$ cat src/rtl/u2c_pkg.sv
// Shared types, status codes and the code point table for the UTF-8 to CP1251 transcoder.
// No dependencies; imported by the decoder, the top level, the checker and the testbench.
`default_nettype none

package u2c_pkg;

    localparam logic [1:0] ST_CHAR = 2'd0;
    localparam logic [1:0] ST_END  = 2'd1;
    localparam logic [1:0] ST_FAIL = 2'd2;

    // Per-string decode state
    typedef struct packed {
        logic       lead_pending;
        logic [4:0] lead_bits;
        logic       string_failed;
    } dec_state_t;

    // One decoded transaction, if any
    typedef struct packed {
        logic       has_result;
        logic [7:0] out_byte;
        logic [1:0] status;
    } dec_result_t;

    // Reverse table for code points outside the linear ranges.
    // Entries above 0x7FF can never be formed from a two-byte sequence.
    // Returns {hit, byte}.
    function automatic logic [8:0] map_lookup(input logic [10:0] cp);
        logic [8:0] res;
        case (cp)
            11'h453: res = {1'b1, 8'h83};
            11'h409: res = {1'b1, 8'h8A};
            11'h40A: res = {1'b1, 8'h8C};
            11'h40C: res = {1'b1, 8'h8D};
            11'h40B: res = {1'b1, 8'h8E};
            11'h40F: res = {1'b1, 8'h8F};
            11'h452: res = {1'b1, 8'h90};
            11'h459: res = {1'b1, 8'h9A};
            11'h45A: res = {1'b1, 8'h9C};
            11'h45C: res = {1'b1, 8'h9D};
            11'h45B: res = {1'b1, 8'h9E};
            11'h45F: res = {1'b1, 8'h9F};
            11'h40E: res = {1'b1, 8'hA1};
            11'h45E: res = {1'b1, 8'hA2};
            11'h408: res = {1'b1, 8'hA3};
            11'h490: res = {1'b1, 8'hA5};
            11'h401: res = {1'b1, 8'hA8};
            11'h404: res = {1'b1, 8'hAA};
            11'h407: res = {1'b1, 8'hAF};
            11'h406: res = {1'b1, 8'hB2};
            11'h456: res = {1'b1, 8'hB3};
            11'h491: res = {1'b1, 8'hB4};
            11'h451: res = {1'b1, 8'hB8};
            11'h454: res = {1'b1, 8'hBA};
            11'h458: res = {1'b1, 8'hBC};
            11'h405: res = {1'b1, 8'hBD};
            11'h455: res = {1'b1, 8'hBE};
            11'h457: res = {1'b1, 8'hBF};
            default: res = 9'd0;
        endcase
        return res;
    endfunction

endpackage

`default_nettype wire

$ cat src/rtl/utf8_to_cp1251_transcoder_top.sv
// UTF-8 to Windows-1251 transcoder, top level: input register, decoder, result register.
// Depends on u2c_pkg and u2c_decode.
`default_nettype none

// Takes one UTF-8 byte per cycle and returns Windows-1251 characters; a zero
// byte ends the string and yields an end status, or cannot-convert when a
// lead byte was still pending. After a conversion failure, bytes and the
// terminator are dropped silently. A byte is accepted every cycle as long as
// results are taken; a byte is held in the input register and its result in
// the result register around the decoder, and a byte that yields a result
// waits while the result register holds one not yet taken.
// Lead bytes and dropped bytes produce no result transaction.
module utf8_to_cp1251_transcoder_top
    import u2c_pkg::*;
(
    input  wire logic       clk,
    input  wire logic       rst_n,
    input  wire logic       in_valid,
    output logic            in_ready,
    input  wire logic [7:0] in_byte,
    output logic            out_valid,
    input  wire logic       out_ready,
    output logic [7:0]      out_byte,
    output logic [1:0]      status
);

    logic        in_vld_reg;
    logic [7:0]  byte_reg;
    dec_state_t  state_reg;
    dec_state_t  state_next;
    dec_result_t dec_res;
    logic        out_vld_reg;
    logic [7:0]  out_byte_reg;
    logic [1:0]  status_reg;
    logic        advance;

    u2c_decode u_decode (
        .in_byte (byte_reg),
        .cur     (state_reg),
        .nxt     (state_next),
        .res     (dec_res)
    );

    // Held byte moves on when its result, if any, has a free slot
    assign advance  = in_vld_reg && (!dec_res.has_result || !out_vld_reg || out_ready);
    assign in_ready = !in_vld_reg || advance;

    // Input register
    always_ff @(posedge clk or negedge rst_n)
    begin
        if (!rst_n)
            in_vld_reg <= 1'b0;
        else if (in_ready)
            in_vld_reg <= in_valid;
    end

    always_ff @(posedge clk)
    begin
        if (in_valid && in_ready)
            byte_reg <= in_byte;
    end

    // String state
    always_ff @(posedge clk or negedge rst_n)
    begin
        if (!rst_n)
            state_reg <= '0;
        else if (advance)
            state_reg <= state_next;
    end

    // Result register
    always_ff @(posedge clk or negedge rst_n)
    begin
        if (!rst_n)
            out_vld_reg <= 1'b0;
        else if (advance && dec_res.has_result)
            out_vld_reg <= 1'b1;
        else if (out_ready)
            out_vld_reg <= 1'b0;
    end

    always_ff @(posedge clk)
    begin
        if (advance && dec_res.has_result)
        begin
            out_byte_reg <= dec_res.out_byte;
            status_reg   <= dec_res.status;
        end
    end

    assign out_valid = out_vld_reg;
    assign out_byte  = out_byte_reg;
    assign status    = status_reg;

endmodule

`default_nettype wire

$ cat src/rtl/u2c_decode.sv
// Combinational byte decoder: current string state plus one byte gives the
// next state and at most one result. Depends on u2c_pkg.
`default_nettype none

module u2c_decode
    import u2c_pkg::*;
(
    input  wire logic [7:0]  in_byte,
    input  wire dec_state_t  cur,
    output dec_state_t       nxt,
    output dec_result_t      res
);

    logic [10:0] cp;
    logic [10:0] cp_cyr;
    logic [10:0] cp_sym;
    logic [8:0]  lut;

    assign cp     = {cur.lead_bits, in_byte[5:0]};
    assign cp_cyr = cp - 11'h350;
    assign cp_sym = cp - 11'h382;
    assign lut    = map_lookup(cp);

    always_comb
    begin
        nxt = cur;
        res = '0;
        if (in_byte == 8'd0)
        begin
            // terminator: clear state, report unless already aborted
            nxt = '0;
            if (!cur.string_failed)
            begin
                res.has_result = 1'b1;
                res.status     = cur.lead_pending ? ST_FAIL : ST_END;
            end
        end
        else if (cur.string_failed)
        begin
            // swallow until terminator
        end
        else if (cur.lead_pending)
        begin
            // second byte completes the code point
            nxt.lead_pending = 1'b0;
            nxt.lead_bits    = '0;
            res.has_result   = 1'b1;
            res.status       = ST_CHAR;
            if (cp >= 11'h410 && cp <= 11'h44F)
                res.out_byte = cp_cyr[7:0];
            else if (cp >= 11'h080 && cp <= 11'h0FF)
                res.out_byte = cp[7:0];
            else if (cp >= 11'h402 && cp <= 11'h403)
                res.out_byte = cp_sym[7:0];
            else if (lut[8])
                res.out_byte = lut[7:0];
            else
            begin
                nxt.string_failed = 1'b1;
                res.status        = ST_FAIL;
            end
        end
        else if (!in_byte[7])
        begin
            res.has_result = 1'b1;
            res.out_byte   = in_byte;
            res.status     = ST_CHAR;
        end
        else if (!in_byte[5])
        begin
            // lead byte: hold it, no result yet
            nxt.lead_pending = 1'b1;
            nxt.lead_bits    = in_byte[4:0];
        end
        else
        begin
            nxt.string_failed = 1'b1;
            res.has_result    = 1'b1;
            res.status        = ST_FAIL;
        end
    end

endmodule

`default_nettype wire

$ cat config.mk
export PLATFORM = sky130hd
export DESIGN_NAME = utf8_to_cp1251_transcoder_top
export DESIGN_NICKNAME = d
export VERILOG_FILES = /design/src/rtl/u2c_pkg.sv /design/src/rtl/utf8_to_cp1251_transcoder_top.sv /design/src/rtl/u2c_decode.sv
export SDC_FILE = /design/constraint.sdc
export NUM_CORES = 1
export LEC_CHECK = 0
export ABC_AREA = 1
export BUFFER_PORTS_ARGS = -buffer_cell sky130_fd_sc_hd__buf_4
export CORE_UTILIZATION = 59
export CTS_CLUSTER_DIAMETER = 100
export DETAILED_ROUTE_END_ITERATION = 12
export PLACE_DENSITY = 0.83
export SLEW_MARGIN = 10
export SYNTH_ARGS = -nofsm -noshare
export SYNTH_HDL_FRONTEND = slang
export SYNTH_HIERARCHICAL = 1
export SYNTH_SLANG_ARGS = --single-unit
$ cat constraint.sdc
create_clock -name clk -period 2.8 [get_ports clk]
set_clock_uncertainty 0.1 [all_clocks]
set_input_delay 0 -clock clk [delete_from_list [all_inputs] [get_ports clk]]
set_output_delay 0 -clock clk [all_outputs]
set_load 0.01 [all_outputs]
==> flow_summary_export.csv, run 1 <==
group,metric,value,unit
logic_synthesis,yosysSeqAreaShare,32.9,%
die,dieWidth,64.8,µm
detailed_routing,first_pass_iters,5,
sta,fmax,387,MHz
worst_hold_path,whs_path_depth,2,
clock_network,clock_sinks,27,
sta,rsz0062_at_grt,"false",
die,std_cell_rows,22,
clock_network,clk_pin_slew,0.10,ns
setup_path,endpoint_kind,"flip-flop",
sta,period_share,92.2,%
grt,grt.total_usage,33.1,%
clock_network,clock-root-buffer,"clkbuf_8",
setup_path,crit_type,"reg -> reg",
worst_hold_path,hp-class,"in -> reg",
placed_design,place_hpwl,4660,µm
sta,setup_tns,0,ns
sta,report.final.slew_viol_count,0,
detailed_routing,ant_nets,0,
detailed_routing,num_vias,2405,
die,start_util,62.7,%
setup_path,r2r_end,"state_reg[0]",
clock_network,clockBufferDepth,2,
grt,overflow,0,
setup_path,setup.worst_path.start_class,"flip-flop",
pwr,leakage,0.00139,µW
setup_path,rr_worst_depth,15,
detailed_routing,viasPerCell,5.74,
clock_network,post_cts_resized,0,
detailed_routing,drtIter0Drc,181,
setup_path,cp.required,2.87,ns
sta,min_period,2.58,ns
worst_hold_path,min-delay-start,"in_byte[2]",
placed_design,routabilityCongestion,0.990,
final_layout,area_delta_synth_final,15.3,%
setup_path,path_max_fanout,11,
final_layout,antennaDiodeCount,0,
logic_synthesis,syn_avg_cell_area,6.89,µm²
clock_network,cts_tree,"done",
logic_synthesis,syn-num-nets,358,
setup_path,r2r_start,"byte_reg[5]",
die,top_level_ports,24,
detailed_routing,wirelength,6340,µm
sta,hold_viol_final,0,
clock_network,insertion_delay,0.27,ns
die,core_area,0.00372,mm²
logic_synthesis,ys_ff_latch,27,
grt,antenna_found_initial,0,
detailed_routing,drc,0,
logic_synthesis,ys_warn_count,6,
pwr,peakVddDrop,0.000659,V
detailed_routing,avgRoutedWirePerCell,15.1,µm
pwr,power_density,687,mW/mm²
status,status,"completed",
clock_network,numCtsBuffers,3,
sta,setup_viol,0,
clock_network,htree_levels,1,
setup_path,regToRegSetupSlack,0.22,ns
die,die_h,64.8,µm
logic_synthesis,syn-instance-count,338,
die,die-area,0.00420,mm²
clock_network,post-cts-setup-buffer-count,0,
logic_synthesis,synth_area,0.00233,mm²
grt,grt_pass1_vias,2319,
sta,relSlewSlack,49.7,%
logic_synthesis,ys_types,33,
final_layout,instances_no_fill,419,
grt,grt_start_max_net_pins,18,
grt,grt_pass1_wl,10500,µm
job,cap_violations,0,
final_layout,drive_gt1_share,17.8,%
worst_hold_path,min_to,"byte_reg[2]",
placed_design,place_inst,402,
final_layout,layout.nets,392,
placed_design,port_buffers,23,
setup_path,arrival,2.65,ns
sta,tightest_slew,0.746,ns
-- placed cells by master (no fill, tap or decap), types with 3 or more instances in the layout --
| cell type | count |
|---|---|
| xor2_1 | 4 |
| o21ai_0 | 14 |
| nor2_4 | 3 |
| nand4_1 | 7 |
| o21ai_1 | 3 |
| a211oi_1 | 5 |
| dfrtp_1 | 9 |
| nor2_2 | 7 |
| nor2_1 | 37 |
| clkbuf_8 | 3 |
| edfxtp_1 | 18 |
| buf_4 | 25 |
| nor3_1 | 3 |
| ha_1 | 8 |
| a21oi_1 | 17 |
| nand2_1 | 96 |
| nand3_1 | 35 |
| dlygate4sd3_1 | 13 |
| inv_1 | 30 |
| inv_2 | 8 |
| nand2_2 | 8 |
| nand3_2 | 4 |
-- cell families (layout without fill, tap and decap cells) --
family	count (synthesis)	count (layout)	share of synthesized area [%]
DFF	27	27	32.9
buffers and inverters	50	83	9.67
AOI/OAI and AO/OA	44	44	10.8
xor gates and xnor gates	6	6	2.26
adders and majority gates	8	8	4.30
and+or+nand+nor	203	203	40.1
-- worst max-delay path: stages (launching register included) --
cell and delay, ns:
edfxtp_1 0.54, inv_1 0.21, ha_1 0.27, nand3_2 0.11
nor2_2 0.36, nand2_1 0.17, nand2_1 0.11, nor2_1 0.05
nand2_2 0.08, nor2_4 0.04, nand4_1 0.12, nand3_1 0.09
nand2_1 0.06, inv_1 0.05, nand3_1 0.07, nand2_1 0.05
-- area by class of cell --
| class | count | area [µm²] |
|---|---|---|
| Multi-Input combinational cell | 261 | 1340 |
| Fill cell | 318 | 1030 |
| Sequential cell | 27 | 766 |
| Timing Repair Buffer | 38 | 318 |
| Inverter | 41 | 159 |
| Tap cell | 48 | 60.1 |
| Clock buffer | 4 | 45.0 |
-- per-stage QoR --
step / hold WS, ns / util [%] / worst slack, ns / power, µW / instance area (µm²)
after detailed placement: -0.270 / 67.6 / 0.287 / 1580 / 2510
final: 0.337 / 72.3 / 0.219 / 1840 / 2690
after CTS: 0.336 / 72.3 / 0.268 / 1820 / 2690
after global placement: -0.269 / 67.6 / 0.379 / 1550 / 2510
after floorplan: -0.396 / - / 0.679 / 1340 / 2330
after global routing: 0.339 / 72.3 / 0.0000266 / 1990 / 2690
-- cells in the mapped netlist, drive strengths merged --
| cell type | count | area share (%) |
|---|---|---|
| nand2 | 106 | 19 |
| buf | 7 | 2.5 |
| dfrtp | 9 | 9.7 |
| o31ai | 1 | 0.32 |
| clkbuf | 2 | 0.32 |
| clkinv | 1 | 0.16 |
| o211ai | 2 | 0.86 |
| inv | 40 | 6.7 |
| nand4 | 7 | 1.9 |
| ha | 8 | 4.3 |
| nor2 | 47 | 9.3 |
| xnor2 | 2 | 0.75 |
| a21oi | 18 | 4.0 |
| a211oi | 5 | 1.6 |
| xor2 | 4 | 1.5 |
| edfxtp | 18 | 23 |
| o21ai | 18 | 4.0 |
| nor3 | 4 | 1.1 |
| nand3 | 39 | 9.2 |
-- layer usage --
| metal | share of wire [%] | global-route usage [%] | vias to the layer above |
|---|---|---|---|
| li1 | - | - | 1170 |
| met1 | 41 | 40.1 | 1110 |
| met2 | 50 | 58.1 | 109 |
| met3 | 5.7 | 5.11 | 16 |
| met4 | 2.8 | 13.1 | 0 |
| met5 | 0 | 0 | - |
-- worst max path at each step --
stage | start | endpoint | slack [ns] | cells past startpoint
after floorplan | byte_reg[4] | out_byte[7] | 0.68 | 14
after global placement | byte_reg[5] | state_reg[0] | 0.38 | 15
after detailed placement | byte_reg[5] | state_reg[0] | 0.29 | 15
after CTS | byte_reg[5] | state_reg[0] | 0.27 | 15
after global routing | byte_reg[5] | state_reg[0] | 0.00003 | 15
final | byte_reg[5] | state_reg[0] | 0.22 | 15
-- power breakdown --
part	internal (µW)	switching, µW	total (µW)
Clock	102	127	229
Combinational	332	594	926
Sequential	557	133	690
Total	991	853	1840
-- timing repair --
item                       4_1_cts  5_1_grt
hold buffers                    13        0
hold endpoints to repair        19        0
setup endpoints to repair        0        0
Note: power is estimated with default switching activity, not from simulation.
==> run 2: changes to the inputs <==
Settings changed: BUFFER_PORTS_ARGS -buffer_cell sky130_fd_sc_hd__buf_4 to -buffer_cell sky130_fd_sc_hd__clkbuf_2.
==> run 2 against run 1 <==
Maximum frequency up 2.3%. Combinational power fell by 0.6%. Critical path type unchanged. First-iteration DRC count up 82%. Sequential share of layout area grew 0.34 points. Design area decreased by 1.2%. Setup slack better by 0.059 ns. Core utilization is 0.84 points lower.
==> flow_summary_export.csv, run 2 (synthesized netlist as in run 1, its figures left out) <==
group,metric,value,unit
detailed_routing,ant_nets,0,
placed_design,routabilityCongestion,0.971,
clock_network,post-cts-setup-buffer-count,0,
clock_network,insertion_delay,0.28,ns
grt,use_met3,4.23,%
die,core_area,0.00372,mm²
die,dieWidth,64.8,µm
pwr,power_density,692,mW/mm²
setup_path,cp.required,2.89,ns
detailed_routing,avgRoutedWirePerCell,15.3,µm
setup_path,crit_type,"reg -> reg",
placed_design,place_hpwl,4670,µm
status,status,"completed",
clock_network,cts_tree,"done",
setup_path,endpoint_kind,"flip-flop",
grt,grt.busiest_layer,"met2",
final_layout,final_common_cell,"nand2_1",
grt,use_met2,57.4,%
detailed_routing,wirelength,6460,µm
worst_hold_path,min-delay-start,"in_byte[0]",
pwr,leakage,0.00138,µW
die,std_cell_rows,22,
setup_path,r2r_end,"state_reg[0]",
detailed_routing,drc,0,
setup_path,setup.worst_path.start_class,"flip-flop",
setup_path,path_max_fanout,11,
sta,fin_ws,0.278,ns
worst_hold_path,hp-class,"in -> reg",
die,top_level_ports,24,
final_layout,layout.nets,394,
grt,antenna_found_initial,0,
grt,grt_pass1_vias,2258,
final_layout,mostFrequentLayoutCells,"nand2_1 (96), nor2_1 (37), nand3_1 (35), inv_1 (30), clkbuf_2 (23)",
sta,min_period,2.52,ns
pwr,peakVddDrop,0.000531,V
setup_path,crit_path_end,"state_reg[0]",
placed_design,port_buffers,23,
sta,report.final.slew_viol_count,0,
grt,grt_start_max_net_pins,18,
setup_path,r2r_start,"byte_reg[5]",
setup_path,cp-startpoint,"byte_reg[5]",
setup_path,arrival,2.61,ns
detailed_routing,viasPerCell,5.62,
sta,hold_viol_final,0,
clock_network,clock_sinks,27,
final_layout,area_delta_synth_final,14.0,%
grt,met1_usage,41.7,%
sta,rsz0062_at_grt,"false",
clock_network,numCtsBuffers,3,
die,start_util,62.7,%
clock_network,clock-root-buffer,"clkbuf_8",
clock_network,clk_pin_slew,0.10,ns
job,cap_violations,0,
setup_path,regToRegSetupSlack,0.28,ns
sta,fmax,397,MHz
placed_design,post-place-ws,0.281,ns
grt,grt_pass1_wl,10600,µm
grt,overflow,0,
detailed_routing,drtIter0Drc,329,
detailed_routing,first_pass_iters,5,
setup_path,rr_worst_depth,15,
sta,tightest_slew,0.742,ns
final_layout,drive_gt1_share,18.2,%
sta,period_share,90.1,%
detailed_routing,num_vias,2364,
grt,grt.total_usage,33.3,%
sta,setup_viol,0,
sta,relSlewSlack,50.0,%
clock_network,clockBufferDepth,2,
die,die_h,64.8,µm
final_layout,n_fill_cell,317,
final_layout,antennaDiodeCount,0,
die,die-area,0.00420,mm²
clock_network,htree_levels,1,
sta,setup_tns,0,ns
[run 2: cell types whose count changed in the layout (fill, tap and decap cells not counted), sizes merged]
cell,change
buf,-22
clkbuf,+22
dlygate4sd3,+1
clkinvlp,+1
[run 2: power by group]
part	total (µW)	leakage [µW]	internal [µW]	switching, µW
clock	233	0.0000217	101	131
combinational	920	0.00107	308	612
sequential	686	0.000287	557	129
[run 2: per-layer routing]
| layer | up-vias | wire, µm |
|---|---|---|
| li1 | 1176 | - |
| met3 | 19 | 286 |
| met5 | - | 0 |
| met2 | 96 | 3190 |
| met4 | 0 | 226 |
| met1 | 1073 | 2760 |
[run 2: cell type report]
class / instances / area, µm² / area share (%)
Clock inverter: 1 / 7.51 / 0.283
Sequential cell: 27 / 766 / 28.8
Multi-Input combinational cell: 261 / 1340 / 50.6
Tap cell: 48 / 60.1 / 2.26
Inverter: 41 / 159 / 5.98
Clock buffer: 3 / 41.3 / 1.56
Timing Repair Buffer: 40 / 278 / 10.5
[run 2: worst min-delay path by stage]
stage	end	cells past startpoint
after floorplan	in_vld_reg	0
after global placement	out_valid	1
after detailed placement	state_reg[6]	1
after CTS	byte_reg[2]	2
after global routing	byte_reg[0]	2
final	byte_reg[0]	2
[run 2: through the flow]
stage / instances / total power [µW] / hold WS [ns] / cell area [µm²] / utilization, %
after CTS: 421 / 1800 / 0.326 / 2650 / 71.3
after detailed placement: 403 / 1550 / -0.233 / 2460 / 66.2
after floorplan: 338 / 1340 / -0.396 / 2330 / -
after global placement: 403 / 1530 / -0.233 / 2460 / 66.2
final: 421 / 1840 / 0.337 / 2660 / 71.4
after global routing: 421 / 1960 / 0.337 / 2660 / 71.4
[run 2: repair_timing]
item	in CTS	in global routing
gates resized for setup	0	1
setup endpoints to repair	0	1
hold buffers	14	0
endpoints found under the hold margin	19	0
[run 2: critical path: stages (launching register included)]
cell,delay [ns]
edfxtp_1,0.53
inv_1,0.21
ha_1,0.22
nand3_1,0.10
nor2_2,0.37
o21ai_1,0.13
nand2_1,0.11
inv_2,0.05
nand2_2,0.08
nor2_4,0.05
nand4_1,0.14
nand3_1,0.09
nand2_1,0.07
inv_1,0.05
nand3_1,0.07
nand2_1,0.05
